## src/sv/indexed_pixel_to_mono_bitmap_macros.svh

```systemverilog
// assertion macros for the indexed pixel to mono bitmap block
`ifndef INDEXED_PIXEL_TO_MONO_BITMAP_MACROS_SVH
`define INDEXED_PIXEL_TO_MONO_BITMAP_MACROS_SVH

// same-cycle implication, disabled during reset
`define IPMB_ASSERT_SAME(label, clk, rst_n, pre, post) \
  label: assert property (@(posedge clk) disable iff (!rst_n) (pre) |-> (post)) \
    else $error("ipmb same-cycle check failed");

// next-cycle implication, disabled during reset
`define IPMB_ASSERT_NEXT(label, clk, rst_n, pre, post) \
  label: assert property (@(posedge clk) disable iff (!rst_n) (pre) |=> (post)) \
    else $error("ipmb next-cycle check failed");

`endif

```

## src/sv/ipmb_pkg.sv

```systemverilog
// shared types, codes and constants of the indexed pixel to mono bitmap block
package ipmb_pkg;

  // screen and palette defaults
  localparam int SCREEN_WIDTH  = 1280;
  localparam int PALETTE_DEPTH = 256;

  // field widths
  localparam int IDX_W    = 8;
  localparam int COL_W    = 11;
  localparam int ROW_W    = 10;
  localparam int PITCH_W  = 11;
  localparam int PCNT_W   = 9;
  localparam int ADDR_W   = 20;
  localparam int MASK_W   = 8;
  localparam int LUMA_W   = 18;
  localparam int SX_W     = COL_W + 1;
  localparam int SY_W     = ROW_W + 1;

  // luma weights and white threshold
  localparam logic [LUMA_W-1:0] LUMA_R     = 18'd299;
  localparam logic [LUMA_W-1:0] LUMA_G     = 18'd587;
  localparam logic [LUMA_W-1:0] LUMA_B     = 18'd114;
  localparam logic [LUMA_W-1:0] LUMA_LIMIT = 18'd128000;

  localparam logic [MASK_W-1:0] MASK_MSB = 8'h80;

  // input modes
  localparam logic [1:0] MODE_LOAD  = 2'd0;
  localparam logic [1:0] MODE_PIXEL = 2'd1;
  localparam logic [1:0] MODE_FRAME = 2'd2;

  // result status codes
  localparam logic [1:0] STATUS_NONE  = 2'd0;
  localparam logic [1:0] STATUS_WRITE = 2'd1;
  localparam logic [1:0] STATUS_ERROR = 2'd2;

  // work codes passed from front to back
  localparam logic [1:0] OP_NONE  = 2'd0;
  localparam logic [1:0] OP_LOAD  = 2'd1;
  localparam logic [1:0] OP_WRITE = 2'd2;
  localparam logic [1:0] OP_ERROR = 2'd3;

  // configuration register indexes
  localparam int CFG_IDX_W  = 3;
  localparam int CFG_DATA_W = 11;
  localparam logic [CFG_IDX_W-1:0] REG_FRAME_LEFT    = 3'd0;
  localparam logic [CFG_IDX_W-1:0] REG_FRAME_TOP     = 3'd1;
  localparam logic [CFG_IDX_W-1:0] REG_FRAME_WIDTH   = 3'd2;
  localparam logic [CFG_IDX_W-1:0] REG_LINE_PITCH    = 3'd3;
  localparam logic [CFG_IDX_W-1:0] REG_PALETTE_COUNT = 3'd4;
  localparam logic [CFG_IDX_W-1:0] REG_TRANSP_EN     = 3'd5;
  localparam logic [CFG_IDX_W-1:0] REG_TRANSP_INDEX  = 3'd6;

  // decoupling queue depth
  localparam int QUEUE_DEPTH = 2;

  typedef struct packed {
    logic [COL_W-1:0]   frame_left;
    logic [ROW_W-1:0]   frame_top;
    logic [COL_W-1:0]   frame_width;
    logic [PITCH_W-1:0] line_pitch;
    logic [PCNT_W-1:0]  palette_count;
    logic               transparent_enable;
    logic [IDX_W-1:0]   transparent_index;
  } cfg_t;

  typedef struct packed {
    logic [1:0]        op;
    logic [IDX_W-1:0]  idx;
    logic              white;
    logic [ADDR_W-1:0] addr;
    logic [MASK_W-1:0] mask;
  } entry_t;

endpackage

```

## src/sv/ipmb_ram.sv

```systemverilog
// generic single-write, single-read ram with registered read data
module ipmb_ram #(
  parameter int WIDTH = 1,
  parameter int DEPTH = 256
) (
  input  logic                     clk,
  input  logic                     we,
  input  logic [$clog2(DEPTH)-1:0] waddr,
  input  logic [WIDTH-1:0]         wdata,
  input  logic                     re,
  input  logic [$clog2(DEPTH)-1:0] raddr,
  output logic [WIDTH-1:0]         rdata
);

  logic [WIDTH-1:0] mem_r [DEPTH];
  logic [WIDTH-1:0] rdata_r;

  // write port
  always_ff @(posedge clk) begin
    if (we) begin
      mem_r[waddr] <= wdata;
    end
  end

  // registered read port, holds when not read
  always_ff @(posedge clk) begin
    if (re) begin
      rdata_r <= mem_r[raddr];
    end
  end

  assign rdata = rdata_r;

endmodule

```

## src/sv/ipmb_front.sv

```systemverilog
// front end: accepts transactions, tracks raster position, classifies and computes address
module ipmb_front #(
  parameter int PALETTE_DEPTH = ipmb_pkg::PALETTE_DEPTH
) (
  input  logic                                clk,
  input  logic                                rst_n,
  input  ipmb_pkg::cfg_t                      cfg,
  input  logic                                in_valid,
  output logic                                in_stall,
  input  logic [1:0]                          in_mode,
  input  logic [ipmb_pkg::IDX_W-1:0]          in_color_index,
  input  logic [7:0]                          in_red,
  input  logic [7:0]                          in_green,
  input  logic [7:0]                          in_blue,
  output logic                                q_push,
  output ipmb_pkg::entry_t                    q_entry,
  input  logic                                q_full
);

  localparam logic [ipmb_pkg::PCNT_W-1:0] DEPTH_N = ipmb_pkg::PCNT_W'(PALETTE_DEPTH);
  localparam int PROD_W = ipmb_pkg::ADDR_W + 2;

  // stage a registers
  logic                                a_vld_r, a_vld_nxt;
  logic [1:0]                          a_op_r;
  logic [ipmb_pkg::IDX_W-1:0]          a_idx_r;
  logic [ipmb_pkg::SX_W-1:0]           a_sx_r;
  logic [ipmb_pkg::SY_W-1:0]           a_sy_r;
  logic [ipmb_pkg::LUMA_W-1:0]         a_pr_r, a_pg_r, a_pb_r;

  // stage b registers
  logic                                b_vld_r, b_vld_nxt;
  ipmb_pkg::entry_t                    b_entry_r;

  // raster counters
  logic [ipmb_pkg::COL_W-1:0]          col_r, col_nxt;
  logic [ipmb_pkg::ROW_W-1:0]          row_r, row_nxt;

  logic                                in_acc, a_go, b_go, b_free, a_free;
  logic                                transp, idx_ok, idx_err;
  logic [1:0]                          op_in;
  logic [ipmb_pkg::COL_W-1:0]          col_inc;
  logic [ipmb_pkg::SX_W-1:0]           sx_in;
  logic [ipmb_pkg::SY_W-1:0]           sy_in;
  logic [PROD_W-1:0]                   row_prod;
  logic [ipmb_pkg::ADDR_W-1:0]         addr_b;
  logic [ipmb_pkg::LUMA_W-1:0]         luma_b;
  ipmb_pkg::entry_t                    entry_b;

  // flow control through the two stages into the queue
  assign b_go     = b_vld_r && !q_full;
  assign b_free   = !b_vld_r || b_go;
  assign a_go     = a_vld_r && b_free;
  assign a_free   = !a_vld_r || a_go;
  assign in_stall = !a_free;
  assign in_acc   = in_valid && a_free;

  // classification of the incoming transaction
  assign transp  = cfg.transparent_enable && (in_color_index == cfg.transparent_index);
  assign idx_ok  = {1'b0, in_color_index} < DEPTH_N;
  assign idx_err = ({1'b0, in_color_index} >= cfg.palette_count) || !idx_ok;

  always_comb begin
    case (in_mode)
      ipmb_pkg::MODE_LOAD: begin
        op_in = idx_ok ? ipmb_pkg::OP_LOAD : ipmb_pkg::OP_NONE;
      end
      ipmb_pkg::MODE_PIXEL: begin
        if (transp) begin
          op_in = ipmb_pkg::OP_NONE;
        end else if (idx_err) begin
          op_in = ipmb_pkg::OP_ERROR;
        end else begin
          op_in = ipmb_pkg::OP_WRITE;
        end
      end
      default: begin
        op_in = ipmb_pkg::OP_NONE;
      end
    endcase
  end

  // screen position of the current raster point
  assign sx_in = {1'b0, cfg.frame_left} + {1'b0, col_r};
  assign sy_in = {1'b0, cfg.frame_top} + {1'b0, row_r};

  // raster advance on pixels, restart on start of frame
  assign col_inc = col_r + ipmb_pkg::COL_W'(1);

  always_comb begin
    col_nxt = col_r;
    row_nxt = row_r;
    if (in_acc) begin
      case (in_mode)
        ipmb_pkg::MODE_PIXEL: begin
          if (col_inc >= cfg.frame_width) begin
            col_nxt = '0;
            row_nxt = row_r + ipmb_pkg::ROW_W'(1);
          end else begin
            col_nxt = col_inc;
          end
        end
        ipmb_pkg::MODE_FRAME: begin
          col_nxt = '0;
          row_nxt = '0;
        end
        default: begin
          col_nxt = col_r;
        end
      endcase
    end
  end

  always_comb begin
    a_vld_nxt = a_vld_r;
    if (in_acc) begin
      a_vld_nxt = 1'b1;
    end else if (a_go) begin
      a_vld_nxt = 1'b0;
    end
  end

  always_comb begin
    b_vld_nxt = b_vld_r;
    if (a_go) begin
      b_vld_nxt = 1'b1;
    end else if (b_go) begin
      b_vld_nxt = 1'b0;
    end
  end

  // control registers
  always_ff @(posedge clk) begin
    if (!rst_n) begin
      a_vld_r <= 1'b0;
      b_vld_r <= 1'b0;
      col_r   <= '0;
      row_r   <= '0;
    end else begin
      a_vld_r <= a_vld_nxt;
      b_vld_r <= b_vld_nxt;
      col_r   <= col_nxt;
      row_r   <= row_nxt;
    end
  end

  // stage a payload: luma partial products and screen position
  always_ff @(posedge clk) begin
    if (in_acc) begin
      a_op_r  <= op_in;
      a_idx_r <= in_color_index;
      a_sx_r  <= sx_in;
      a_sy_r  <= sy_in;
      a_pr_r  <= ipmb_pkg::LUMA_W'(in_red) * ipmb_pkg::LUMA_R;
      a_pg_r  <= ipmb_pkg::LUMA_W'(in_green) * ipmb_pkg::LUMA_G;
      a_pb_r  <= ipmb_pkg::LUMA_W'(in_blue) * ipmb_pkg::LUMA_B;
    end
  end

  // stage b: luma threshold, byte address and bit mask
  assign luma_b   = a_pr_r + a_pg_r + a_pb_r;
  assign row_prod = PROD_W'(a_sy_r) * PROD_W'(cfg.line_pitch);
  assign addr_b   = row_prod[ipmb_pkg::ADDR_W-1:0]
                  + ipmb_pkg::ADDR_W'(a_sx_r[ipmb_pkg::SX_W-1:3]);

  always_comb begin
    entry_b.op    = a_op_r;
    entry_b.idx   = a_idx_r;
    entry_b.white = luma_b > ipmb_pkg::LUMA_LIMIT;
    entry_b.addr  = '0;
    entry_b.mask  = '0;
    if (a_op_r == ipmb_pkg::OP_WRITE) begin
      entry_b.addr = addr_b;
      entry_b.mask = ipmb_pkg::MASK_MSB >> a_sx_r[2:0];
    end
  end

  always_ff @(posedge clk) begin
    if (a_go) begin
      b_entry_r <= entry_b;
    end
  end

  assign q_push  = b_go;
  assign q_entry = b_entry_r;

endmodule

```

## src/sv/ipmb_queue.sv

```systemverilog
// short fifo between the front and back ends
module ipmb_queue (
  input  logic             clk,
  input  logic             rst_n,
  input  logic             push,
  input  ipmb_pkg::entry_t push_entry,
  output logic             full,
  input  logic             pop,
  output logic             empty,
  output ipmb_pkg::entry_t head
);

  localparam int PTR_W = $clog2(ipmb_pkg::QUEUE_DEPTH);
  localparam int CNT_W = $clog2(ipmb_pkg::QUEUE_DEPTH + 1);
  localparam logic [CNT_W-1:0] FULL_CNT = CNT_W'(ipmb_pkg::QUEUE_DEPTH);
  localparam logic [PTR_W-1:0] LAST_PTR = PTR_W'(ipmb_pkg::QUEUE_DEPTH - 1);

  ipmb_pkg::entry_t   slot_r [ipmb_pkg::QUEUE_DEPTH];
  logic [PTR_W-1:0]   wr_ptr_r, wr_ptr_nxt;
  logic [PTR_W-1:0]   rd_ptr_r, rd_ptr_nxt;
  logic [CNT_W-1:0]   cnt_r, cnt_nxt;

  assign full  = cnt_r == FULL_CNT;
  assign empty = cnt_r == '0;
  assign head  = slot_r[rd_ptr_r];

  // pointer and fill count update
  always_comb begin
    wr_ptr_nxt = wr_ptr_r;
    rd_ptr_nxt = rd_ptr_r;
    cnt_nxt    = cnt_r;
    if (push) begin
      wr_ptr_nxt = (wr_ptr_r == LAST_PTR) ? '0 : wr_ptr_r + PTR_W'(1);
    end
    if (pop) begin
      rd_ptr_nxt = (rd_ptr_r == LAST_PTR) ? '0 : rd_ptr_r + PTR_W'(1);
    end
    if (push && !pop) begin
      cnt_nxt = cnt_r + CNT_W'(1);
    end else if (pop && !push) begin
      cnt_nxt = cnt_r - CNT_W'(1);
    end
  end

  always_ff @(posedge clk) begin
    if (!rst_n) begin
      wr_ptr_r <= '0;
      rd_ptr_r <= '0;
      cnt_r    <= '0;
    end else begin
      wr_ptr_r <= wr_ptr_nxt;
      rd_ptr_r <= rd_ptr_nxt;
      cnt_r    <= cnt_nxt;
    end
  end

  // entry storage
  always_ff @(posedge clk) begin
    if (push) begin
      slot_r[wr_ptr_r] <= push_entry;
    end
  end

endmodule

```

## src/sv/ipmb_back.sv

```systemverilog
// back end: palette table writes and reads, result register toward the output
module ipmb_back #(
  parameter int PALETTE_DEPTH = ipmb_pkg::PALETTE_DEPTH
) (
  input  logic                          clk,
  input  logic                          rst_n,
  input  logic                          q_empty,
  input  ipmb_pkg::entry_t              q_head,
  output logic                          q_pop,
  output logic                          out_valid,
  input  logic                          out_stall,
  output logic [1:0]                    out_status,
  output logic [ipmb_pkg::ADDR_W-1:0]   out_byte_address,
  output logic [ipmb_pkg::MASK_W-1:0]   out_bit_mask,
  output logic                          out_bit_value
);

  localparam int AW = $clog2(PALETTE_DEPTH);

  logic [PALETTE_DEPTH-1:0]        vld_r, vld_nxt;
  logic                            out_vld_r, out_vld_nxt;
  logic [1:0]                      out_op_r;
  logic [ipmb_pkg::ADDR_W-1:0]     out_addr_r;
  logic [ipmb_pkg::MASK_W-1:0]     out_mask_r;
  logic                            out_hit_r;
  logic                            o_free, tbl_we, tbl_re, tbl_q;
  logic [AW-1:0]                   tbl_addr;

  // pop the queue head whenever the result register can take it
  assign o_free   = !out_vld_r || !out_stall;
  assign q_pop    = !q_empty && o_free;
  assign tbl_addr = q_head.idx[AW-1:0];
  assign tbl_we   = q_pop && (q_head.op == ipmb_pkg::OP_LOAD);
  assign tbl_re   = q_pop && (q_head.op == ipmb_pkg::OP_WRITE);

  // black or white bit for each palette slot
  ipmb_ram #(
    .WIDTH (1),
    .DEPTH (PALETTE_DEPTH)
  ) u_tbl (
    .clk   (clk),
    .we    (tbl_we),
    .waddr (tbl_addr),
    .wdata (q_head.white),
    .re    (tbl_re),
    .raddr (tbl_addr),
    .rdata (tbl_q)
  );

  // per-slot written flags, a slot never loaded reads as black
  always_comb begin
    vld_nxt = vld_r;
    if (tbl_we) begin
      vld_nxt[tbl_addr] = 1'b1;
    end
  end

  always_comb begin
    out_vld_nxt = out_vld_r;
    if (q_pop) begin
      out_vld_nxt = 1'b1;
    end else if (!out_stall) begin
      out_vld_nxt = 1'b0;
    end
  end

  always_ff @(posedge clk) begin
    if (!rst_n) begin
      vld_r     <= '0;
      out_vld_r <= 1'b0;
    end else begin
      vld_r     <= vld_nxt;
      out_vld_r <= out_vld_nxt;
    end
  end

  // result payload
  always_ff @(posedge clk) begin
    if (q_pop) begin
      out_op_r   <= q_head.op;
      out_addr_r <= q_head.addr;
      out_mask_r <= q_head.mask;
      out_hit_r  <= tbl_re && vld_r[tbl_addr];
    end
  end

  always_comb begin
    case (out_op_r)
      ipmb_pkg::OP_WRITE: out_status = ipmb_pkg::STATUS_WRITE;
      ipmb_pkg::OP_ERROR: out_status = ipmb_pkg::STATUS_ERROR;
      default:            out_status = ipmb_pkg::STATUS_NONE;
    endcase
  end

  assign out_valid        = out_vld_r;
  assign out_byte_address = out_addr_r;
  assign out_bit_mask     = out_mask_r;
  assign out_bit_value    = out_hit_r && tbl_q;

endmodule

```

## src/sv/indexed_pixel_to_mono_bitmap.sv

```systemverilog
// top level: configuration registers, front end, queue and back end
// path: an accepted transaction passes stage a, stage b, the queue and the result register
// throughput: one transaction per cycle while out_stall is low; two front stages, a 2-entry
//   queue and the result register with the palette table read keep every part busy
// reset: synchronous active-low rst_n clears pipeline, queue, raster counters and
//   palette written flags; configuration returns to its defaults
module indexed_pixel_to_mono_bitmap #(
  parameter int PALETTE_DEPTH = ipmb_pkg::PALETTE_DEPTH
) (
  input  logic                               clk,
  input  logic                               rst_n,
  input  logic                               cfg_we,
  input  logic [ipmb_pkg::CFG_IDX_W-1:0]     cfg_index,
  input  logic [ipmb_pkg::CFG_DATA_W-1:0]    cfg_data,
  input  logic                               in_valid,
  output logic                               in_stall,
  input  logic [1:0]                         in_mode,
  input  logic [ipmb_pkg::IDX_W-1:0]         in_color_index,
  input  logic [7:0]                         in_red,
  input  logic [7:0]                         in_green,
  input  logic [7:0]                         in_blue,
  output logic                               out_valid,
  input  logic                               out_stall,
  output logic [1:0]                         out_status,
  output logic [ipmb_pkg::ADDR_W-1:0]        out_byte_address,
  output logic [ipmb_pkg::MASK_W-1:0]        out_bit_mask,
  output logic                               out_bit_value
);

`include "indexed_pixel_to_mono_bitmap_macros.svh"

  localparam logic [ipmb_pkg::COL_W-1:0] WIDTH_RST =
    ipmb_pkg::COL_W'(ipmb_pkg::SCREEN_WIDTH);
  localparam logic [ipmb_pkg::PITCH_W-1:0] PITCH_RST =
    ipmb_pkg::PITCH_W'(ipmb_pkg::SCREEN_WIDTH / 8);
  localparam logic [ipmb_pkg::PCNT_W-1:0] PCNT_RST = ipmb_pkg::PCNT_W'(PALETTE_DEPTH);

  ipmb_pkg::cfg_t    cfg_r, cfg_nxt;
  ipmb_pkg::entry_t  q_entry, q_head;
  logic              q_push, q_full, q_pop, q_empty;

  // configuration writes
  always_comb begin
    cfg_nxt = cfg_r;
    if (cfg_we) begin
      case (cfg_index)
        ipmb_pkg::REG_FRAME_LEFT:    cfg_nxt.frame_left = cfg_data;
        ipmb_pkg::REG_FRAME_TOP:     cfg_nxt.frame_top = cfg_data[ipmb_pkg::ROW_W-1:0];
        ipmb_pkg::REG_FRAME_WIDTH:   cfg_nxt.frame_width = cfg_data;
        ipmb_pkg::REG_LINE_PITCH:    cfg_nxt.line_pitch = cfg_data;
        ipmb_pkg::REG_PALETTE_COUNT: cfg_nxt.palette_count = cfg_data[ipmb_pkg::PCNT_W-1:0];
        ipmb_pkg::REG_TRANSP_EN:     cfg_nxt.transparent_enable = cfg_data[0];
        ipmb_pkg::REG_TRANSP_INDEX:  cfg_nxt.transparent_index = cfg_data[ipmb_pkg::IDX_W-1:0];
        default:                     cfg_nxt = cfg_r;
      endcase
    end
  end

  always_ff @(posedge clk) begin
    if (!rst_n) begin
      cfg_r.frame_left         <= '0;
      cfg_r.frame_top          <= '0;
      cfg_r.frame_width        <= WIDTH_RST;
      cfg_r.line_pitch         <= PITCH_RST;
      cfg_r.palette_count      <= PCNT_RST;
      cfg_r.transparent_enable <= 1'b0;
      cfg_r.transparent_index  <= '0;
    end else begin
      cfg_r <= cfg_nxt;
    end
  end

  // front end
  ipmb_front #(
    .PALETTE_DEPTH (PALETTE_DEPTH)
  ) u_front (
    .clk            (clk),
    .rst_n          (rst_n),
    .cfg            (cfg_r),
    .in_valid       (in_valid),
    .in_stall       (in_stall),
    .in_mode        (in_mode),
    .in_color_index (in_color_index),
    .in_red         (in_red),
    .in_green       (in_green),
    .in_blue        (in_blue),
    .q_push         (q_push),
    .q_entry        (q_entry),
    .q_full         (q_full)
  );

  // decoupling queue
  ipmb_queue u_queue (
    .clk        (clk),
    .rst_n      (rst_n),
    .push       (q_push),
    .push_entry (q_entry),
    .full       (q_full),
    .pop        (q_pop),
    .empty      (q_empty),
    .head       (q_head)
  );

  // back end
  ipmb_back #(
    .PALETTE_DEPTH (PALETTE_DEPTH)
  ) u_back (
    .clk              (clk),
    .rst_n            (rst_n),
    .q_empty          (q_empty),
    .q_head           (q_head),
    .q_pop            (q_pop),
    .out_valid        (out_valid),
    .out_stall        (out_stall),
    .out_status       (out_status),
    .out_byte_address (out_byte_address),
    .out_bit_mask     (out_bit_mask),
    .out_bit_value    (out_bit_value)
  );

  // results that write nothing carry zero address, mask and value
  `IPMB_ASSERT_SAME(a_nowrite_zero, clk, rst_n,
    out_valid && (out_status != ipmb_pkg::STATUS_WRITE),
    (out_byte_address == '0) && (out_bit_mask == '0) && !out_bit_value)

  // a bit write names exactly one bit of its byte
  `IPMB_ASSERT_SAME(a_write_onehot, clk, rst_n,
    out_valid && (out_status == ipmb_pkg::STATUS_WRITE),
    $onehot(out_bit_mask))

  // an error popped from the queue shows up as an error result next cycle
  `IPMB_ASSERT_NEXT(a_error_passes, clk, rst_n,
    q_pop && (q_head.op == ipmb_pkg::OP_ERROR),
    out_valid && (out_status == ipmb_pkg::STATUS_ERROR))

endmodule
```

## config.mk

```make
export PLATFORM = sky130hd
export DESIGN_NAME = indexed_pixel_to_mono_bitmap
export DESIGN_NICKNAME = d
export VERILOG_FILES = /design/src/sv/ipmb_pkg.sv /design/src/sv/ipmb_ram.sv /design/src/sv/ipmb_front.sv /design/src/sv/ipmb_queue.sv /design/src/sv/ipmb_back.sv /design/src/sv/indexed_pixel_to_mono_bitmap.sv
export VERILOG_INCLUDE_DIRS = /design/src /design/src/sv
export SDC_FILE = /design/constraint.sdc
export NUM_CORES = 2
export LEC_CHECK = 0
export ABC_AREA = 1
export BUFFER_PORTS_ARGS = -buffer_cell sky130_fd_sc_hd__buf_2
export CORE_MARGIN = 2
export CORE_UTILIZATION = 55
export DETAILED_ROUTE_END_ITERATION = 8
export PLACE_DENSITY = 0.76
export SETUP_SLACK_MARGIN = 0.02
export SLEW_MARGIN = 15
export SYNTH_ARGS = -nofsm -noshare
export SYNTH_HDL_FRONTEND = slang
export SYNTH_HIERARCHICAL = 1
export SYNTH_SLANG_ARGS = --single-unit
export TNS_END_PERCENT = 30
```

## constraint.sdc

```tcl
create_clock -name clk -period 9.6 [get_ports clk]
set_clock_uncertainty 0.1 [all_clocks]
set_input_delay 0.48 -clock clk [delete_from_list [all_inputs] [get_ports clk]]
set_output_delay 0.48 -clock clk [all_outputs]
set_load 0.02 [all_outputs]
```

-- Yosys cells after proc, flatten, opt, wreduce, memory -nomap -nowiden
Memory sizes are Yosys's and may differ from the RTL's. A register that Yosys moved wholly into a read port is not among the register bits.
Cells that the tools add are included.
- add/sub/neg operators: 11
- $mul: 4
- $lt $le $gt $ge: 5
- equal/unequal tests: 17
- shift-type cells: 1
- muxes and demuxes: 28
- bitwise operators: 1
- reductions and logical operators: 40
- operators by type and width (kind ; number):
    256-bit bitwise OR ; 1
    11-bit case mux with 2 select lines ; 1
    20-bit by 9-bit adder with 20-bit output ; 1
    11-bit by 11-bit multiplier with 20-bit output ; 1
    10-bit case mux with 2 select lines ; 1
    17-bit by 18-bit adder with 18-bit output ; 1
    18-bit by 15-bit adder with 18-bit output ; 1
    18-bit by 17-bit > comparator with 1-bit output (second input constant) ; 1
    8-bit by 10-bit multiplier with 18-bit output (second input constant) ; 1
    8-bit by 9-bit multiplier with 17-bit output (second input constant) ; 1
    1-bit two-way mux ; 17
    2-bit AND reduction ; 8
    8-bit by 6-bit multiplier with 14-bit output (second input constant) ; 1
    11-bit by 11-bit adder with 12-bit output ; 1
    2-bit == test (second input constant) ; 6
    1-bit logical AND ; 12
    10-bit by 10-bit adder with 11-bit output ; 1
    11-bit by 1-bit adder with 11-bit output (second input constant) ; 1
    11-bit greater-or-equal comparator ; 1
    11-bit two-way mux ; 1
    10-bit by 1-bit adder with 10-bit output (second input constant) ; 1
    10-bit two-way mux ; 1
    3-bit == test (second input constant) ; 3
    8-bit by 9-bit greater-or-equal comparator with 1-bit output ; 1
    other kinds (21) ; 42
- register bits after elaboration: 497
- bits in writable memories: 334
- input bits: 53
- output and inout bits: 33
- word-level logic and storage cells: 141
- memories kept: 2
- memory list (memory ; words ; bits a word ; read ports ; clocked after memory_dff ; write ports ; line ; RTL):
    u_back.u_tbl.mem_r ; 256 ; 1 ; 1 ; 1 ; 1 ; ipmb_ram.sv:15 ; logic [WIDTH-1:0] mem_r [DEPTH];
    u_queue.slot_r ; 2 ; 39 ; 1 ; 1 ; 1 ; ipmb_queue.sv:18 ; ipmb_pkg::entry_t slot_r [ipmb_pkg::QUEUE_DEPTH];

-- Depth between registers and ports, before layout
- word-level depth: 8
- gate-level depth with buffers: 24
- depth with buffers taken out: 23

-- Cells and area by module
The synthesis kept the hierarchy.
- by module, submodules not included (module ; times used ; cells an instance ; area an instance (um^2) ; seq. area each (um^2)):
    ipmb_front ; 1 ; 1784 ; 15616.2 ; 4093.9
    ipmb_back ; 1 ; 1772 ; 12361.9 ; 6075.8
    ipmb_ram ; 1 ; 1184 ; 11727.5 ; 7717.4
    ipmb_queue ; 1 ; 156 ; 3088.0 ; 2442.3
    indexed_pixel_to_mono_bitmap ; 1 ; 353 ; 2443.6 ; 1221.2

-- Worst setup path after synthesis
Ideal clock, no wire load.
- path kind: reg2reg
- start point: reg u_front/a_sy_r[0] (netlist name)
- end point: reg u_front.b_entry_r, in the netlist u_front/q_entry[25] (data pin)
- library setup time: 255 ps
- arrival: 4527 ps
- data required time: 9245 ps
- path slack: 4719 ps
- cell stages (with the launch flop): 18
- buffers on the path: 1
- clock period less this slack: 4881 ps
- path through: edfxtp_1 -> clkbuf_1 -> nand2_1 -> fa_1 -> fa_1 -> inv_1 -> fa_1 -> fa_1 -> inv_1 -> fa_1 -> inv_1 -> ha_1 -> a21oi_1 -> o21ai_0 -> a211oi_1 -> nand3_1 -> nand2_1 -> nor2_1
- word-level cells in the longest chain between the ends: 2
- RTL lines (what ; line ; RTL):
    start, declared ; ipmb_front.sv:28 ; logic [ipmb_pkg::SY_W-1:0] a_sy_r;
    start signal, assigned ; ipmb_front.sv:153 ; a_sy_r <= sy_in;
    11-bit by 11-bit multiplier with 20-bit output ; ipmb_front.sv:162 ; assign row_prod = PROD_W'(a_sy_r) * PROD_W'(cfg.line_pitch);
    20-bit by 9-bit adder with 20-bit output ; ipmb_front.sv:164 ; + ipmb_pkg::ADDR_W'(a_sx_r[ipmb_pkg::SX_W-1:3]);
    end signal, assigned ; ipmb_front.sv:180 ; b_entry_r <= entry_b;
    end, declared ; ipmb_front.sv:33 ; ipmb_pkg::entry_t b_entry_r;
Every way passes these cells.
A chain may end at the register's enable or synchronous reset.

-- Worst setup path in the final report
- start point: reg cfg_r[25] (netlist name)
- end point: reg u_front.b_entry_r, in the netlist u_front/q_entry[25] (data pin)
- word-level cells in the longest chain between the ends: 2
- RTL lines (what ; line ; RTL):
    start, declared ; indexed_pixel_to_mono_bitmap.sv:38 ; ipmb_pkg::cfg_t cfg_r, cfg_nxt;
    start signal, assigned ; indexed_pixel_to_mono_bitmap.sv:69 ; cfg_r <= cfg_nxt;
    11-bit by 11-bit multiplier with 20-bit output ; ipmb_front.sv:162 ;
    20-bit by 9-bit adder with 20-bit output ; ipmb_front.sv:164 ;
Every way passes these cells.

==> impl_metrics.tcl <==
set metrics [dict create \
    yosys_register_bits 833 \
    place_area_mm2 0.0460 \
    final_net_count 5642 \
    power-per-cell-area_mw_per_mm2 224 \
    max-slew-margin-rel 0.195 \
    yosysUniqueCellTypes 55 \
    die-height_um 291 \
    antenna_violating_nets_post_route 0 \
    core_region_area_mm2 0.0817 \
    timing_worst_slew_pin_value_ps 1200 \
    multi_input_comb_area_mm2 0.0202 \
    finalCritPeriodShare 0.533 \
    post-route-min-period_ps 5120 \
    grt_max_degree 151 \
    yosysSeqAreaShare 0.476 \
    cts_repair_resize_count 0 \
    total_routing_resource_utilization_after_global_routing 0.247 \
    floorplan.die.width_um 291 \
    gp_congestion 0.890 \
    detail_route.wirelength_mm 106 \
    synth-warning-count 6 \
    detail_route.vias_per_cell 5.48 \
    clkLatencyLatePin_ps 650 \
    synth_enable_flop_cells 487 \
    hold_crit_class "in2reg" \
    synth.avg_cell_area_um2 8.62 \
    timing.critical_path.fanout_max 12 \
    globalRouteOverflowTotal 0 \
    numPortBuffers 85 \
    clock_sink_count 833 \
    hpwlAfterDp_mm 66.5 \
    leading_cell_types_in_the_layout_fill_and_taps_excluded "nand2_1 (1361), nor2_1 (664), inv_1 (574), edfxtp_1 (487), nand3_1 (411)" \
    final_max_slew_viol_count 0 \
    data_required_time_at_the_worst_endpoint_ps 9890 \
    starting_density 0.554 \
    worst_ir_drop_on_vdd_v 0.000161 \
    routedWlPerCell_um 16.6 \
    clock_tree.root_cell "clkbuf_16" \
    synth_area_mm2 0.0452 \
    syn_nets 5679 \
    tns_ps 0 \
    critPathLaunchType "flip-flop" \
    outcome "finished clean" \
    drv_cap 0 \
    num_io_pins 86 \
    p_leak_uw 0.0204 \
    synth_cells 5249 \
    synth_async_sr_flop_share 0 \
    drt_pass1_iterations 6 \
    crit_arrival_ps 5410 \
    finalHoldViolCount 0 \
    layout-drive-gt1-share 0.0691 \
    mostFrequentLayoutCell "nand2_1" \
    grt_first_pass_wirelength_mm 170 \
    cts_buffers 87 \
    drt_iter0_markers 3113 \
    fmax_ghz 0.195 \
    antenna_found_initial 1 \
    route.detailed.drc 0 \
    vias 34800 \
    regArea_mm2 0.0216 \
    postSynth.topFlopCell "edfxtp_1" \
    finish.instance_area_mm2 0.0491 \
    clock_tree.htree_level_count 3 \
    design.die.area_mm2 0.0846 \
    cp-end-kind "flip-flop" \
    placement_rows 105 \
    cts_max_path_buffers 3 \
    cts_tree "built" \
    setup.worst_path.class "reg2reg" \
    flow.area_growth_from_synthesis_pct 8.54 \
    first_global_vias 33400 \
    rsz0062_at_grt "false" \
    setup_viol 0 \
    clkSlewWorstSetupHoldPaths_ps 60 \
    worst_hold_slack_ps 26.4 \
    filler_cell_count 6928 \
]
## cell families after synthesis
logic type               Yosys count  synth area share
multiplexers                      39            0.0105
adder cells (fa/ha/maj)          377             0.127
flip-flops                       833             0.476
AND/OR/NAND/NOR                 2551             0.232
buffers and inverters            844            0.0780
XOR/XNOR                          69            0.0134
AO/OA/AOI/OAI                    536            0.0625
## worst max-delay path: stages, from the launching register on
cell and delay (ps):
dfxtp_1 620, nand2_1 150, fa_1 530, fa_1 500, inv_1 60, fa_1 500, fa_1 540, inv_1 60
fa_1 530, inv_1 40, ha_1 350, a21oi_1 270, o21ai_0 120, a211oi_1 280, nand3_1 110, nand2_1 70
nor2_1 50
## routing by layer
layer | share of wire | GRT usage
met1 | 0.43 | 0.327
met2 | 0.48 | 0.420
met3 | 0.068 | 0.0320
met4 | 0.030 | 0.0868
met5 | 0.00016 | 0
## cells in the mapped netlist (9+ instances only)
master,number,share of area
nand2_1,1361,0.11
nor2_1,668,0.055
inv_1,576,0.048
edfxtp_1,487,0.32
nand3_1,411,0.045
a21oi_1,349,0.039
dfxtp_1,346,0.15
ha_1,239,0.066
fa_1,138,0.061
clkbuf_1,133,0.011
o21ai_0,126,0.014
buf_2,57,0.0063
xor2_1,53,0.010
mux2_2,29,0.0072
buf_6,28,0.0070
nand4_1,27,0.0037
nor3_1,23,0.0025
a31oi_1,17,0.0024
buf_1,17,0.0014
xnor2_1,16,0.0031
nor2_2,15,0.0021
buf_4,12,0.0020
inv_2,12,0.0010
mux2_4,10,0.0033
nor3_4,9,0.0032
## worst paths after layout
check | from | endpoint | slack (ps) | cells after the start
min reg2reg | u_front/a_idx_r[7] | u_front/q_entry[36] | 320 | 0
max | cfg_r[25] | u_front/q_entry[25] | 4480 | 16
min | in_blue[2] | u_front/a_pb_r[3] | 30 | 1
max reg2reg | cfg_r[25] | u_front/q_entry[25] | 4480 | 16
## metrics by stage
| step | instances | power [uW] | util | setup slack [ps] |
|---|---|---|---|---|
| after floorplan | 5249 | 6740 | - | 4720 |
| after global placement | 6181 | 7490 | 0.563 | 4500 |
| after detailed placement | 6181 | 7550 | 0.563 | 4480 |
| after CTS | 6352 | 11000 | 0.601 | 4460 |
| after global routing | 6353 | 11600 | 0.601 | 4060 |
| final | 6354 | 11000 | 0.601 | 4480 |
## sequential cells by signal, summed over array words and instances (netlist names), 10 cells and up, named ones only
signal / flops
u_back/u_tbl/mem_r: 256
u_back/vld_r: 256
u_queue/slot_r: 78
cfg_r: 61
u_front/q_entry: 39
u_back/out_byte_address: 20
u_front/a_pg_r: 18
u_front/a_pr_r: 17
u_front/a_pb_r: 14
u_front/a_sx_r: 12
u_front/a_sy_r: 11
u_front/col_r: 11
u_front/row_r: 10
## report_power, final
group	switching, uW	internal, uW	total, uW
clock network	1430	2040	3470
registers	128	4140	4270
logic	2270	972	3250
total	3830	7160	11000
## area by class of cell
cell class                      instances  area share
Multi-Input combinational cell       3572       0.412
Timing Repair Buffer                  124      0.0154
Clock buffer                          118      0.0498
Tap cell                             1070      0.0273
Sequential cell                       833       0.439
Antenna cell                            1   0.0000510
Clock inverter                         42      0.0107
Inverter                              594      0.0456
## repair_timing
item	4_1_cts	5_1_grt
hold endpoints to repair	12	0
hold buffers	11	0
setup buffers	0	0
No activity file was read; power rests on OpenSTA's default activity.
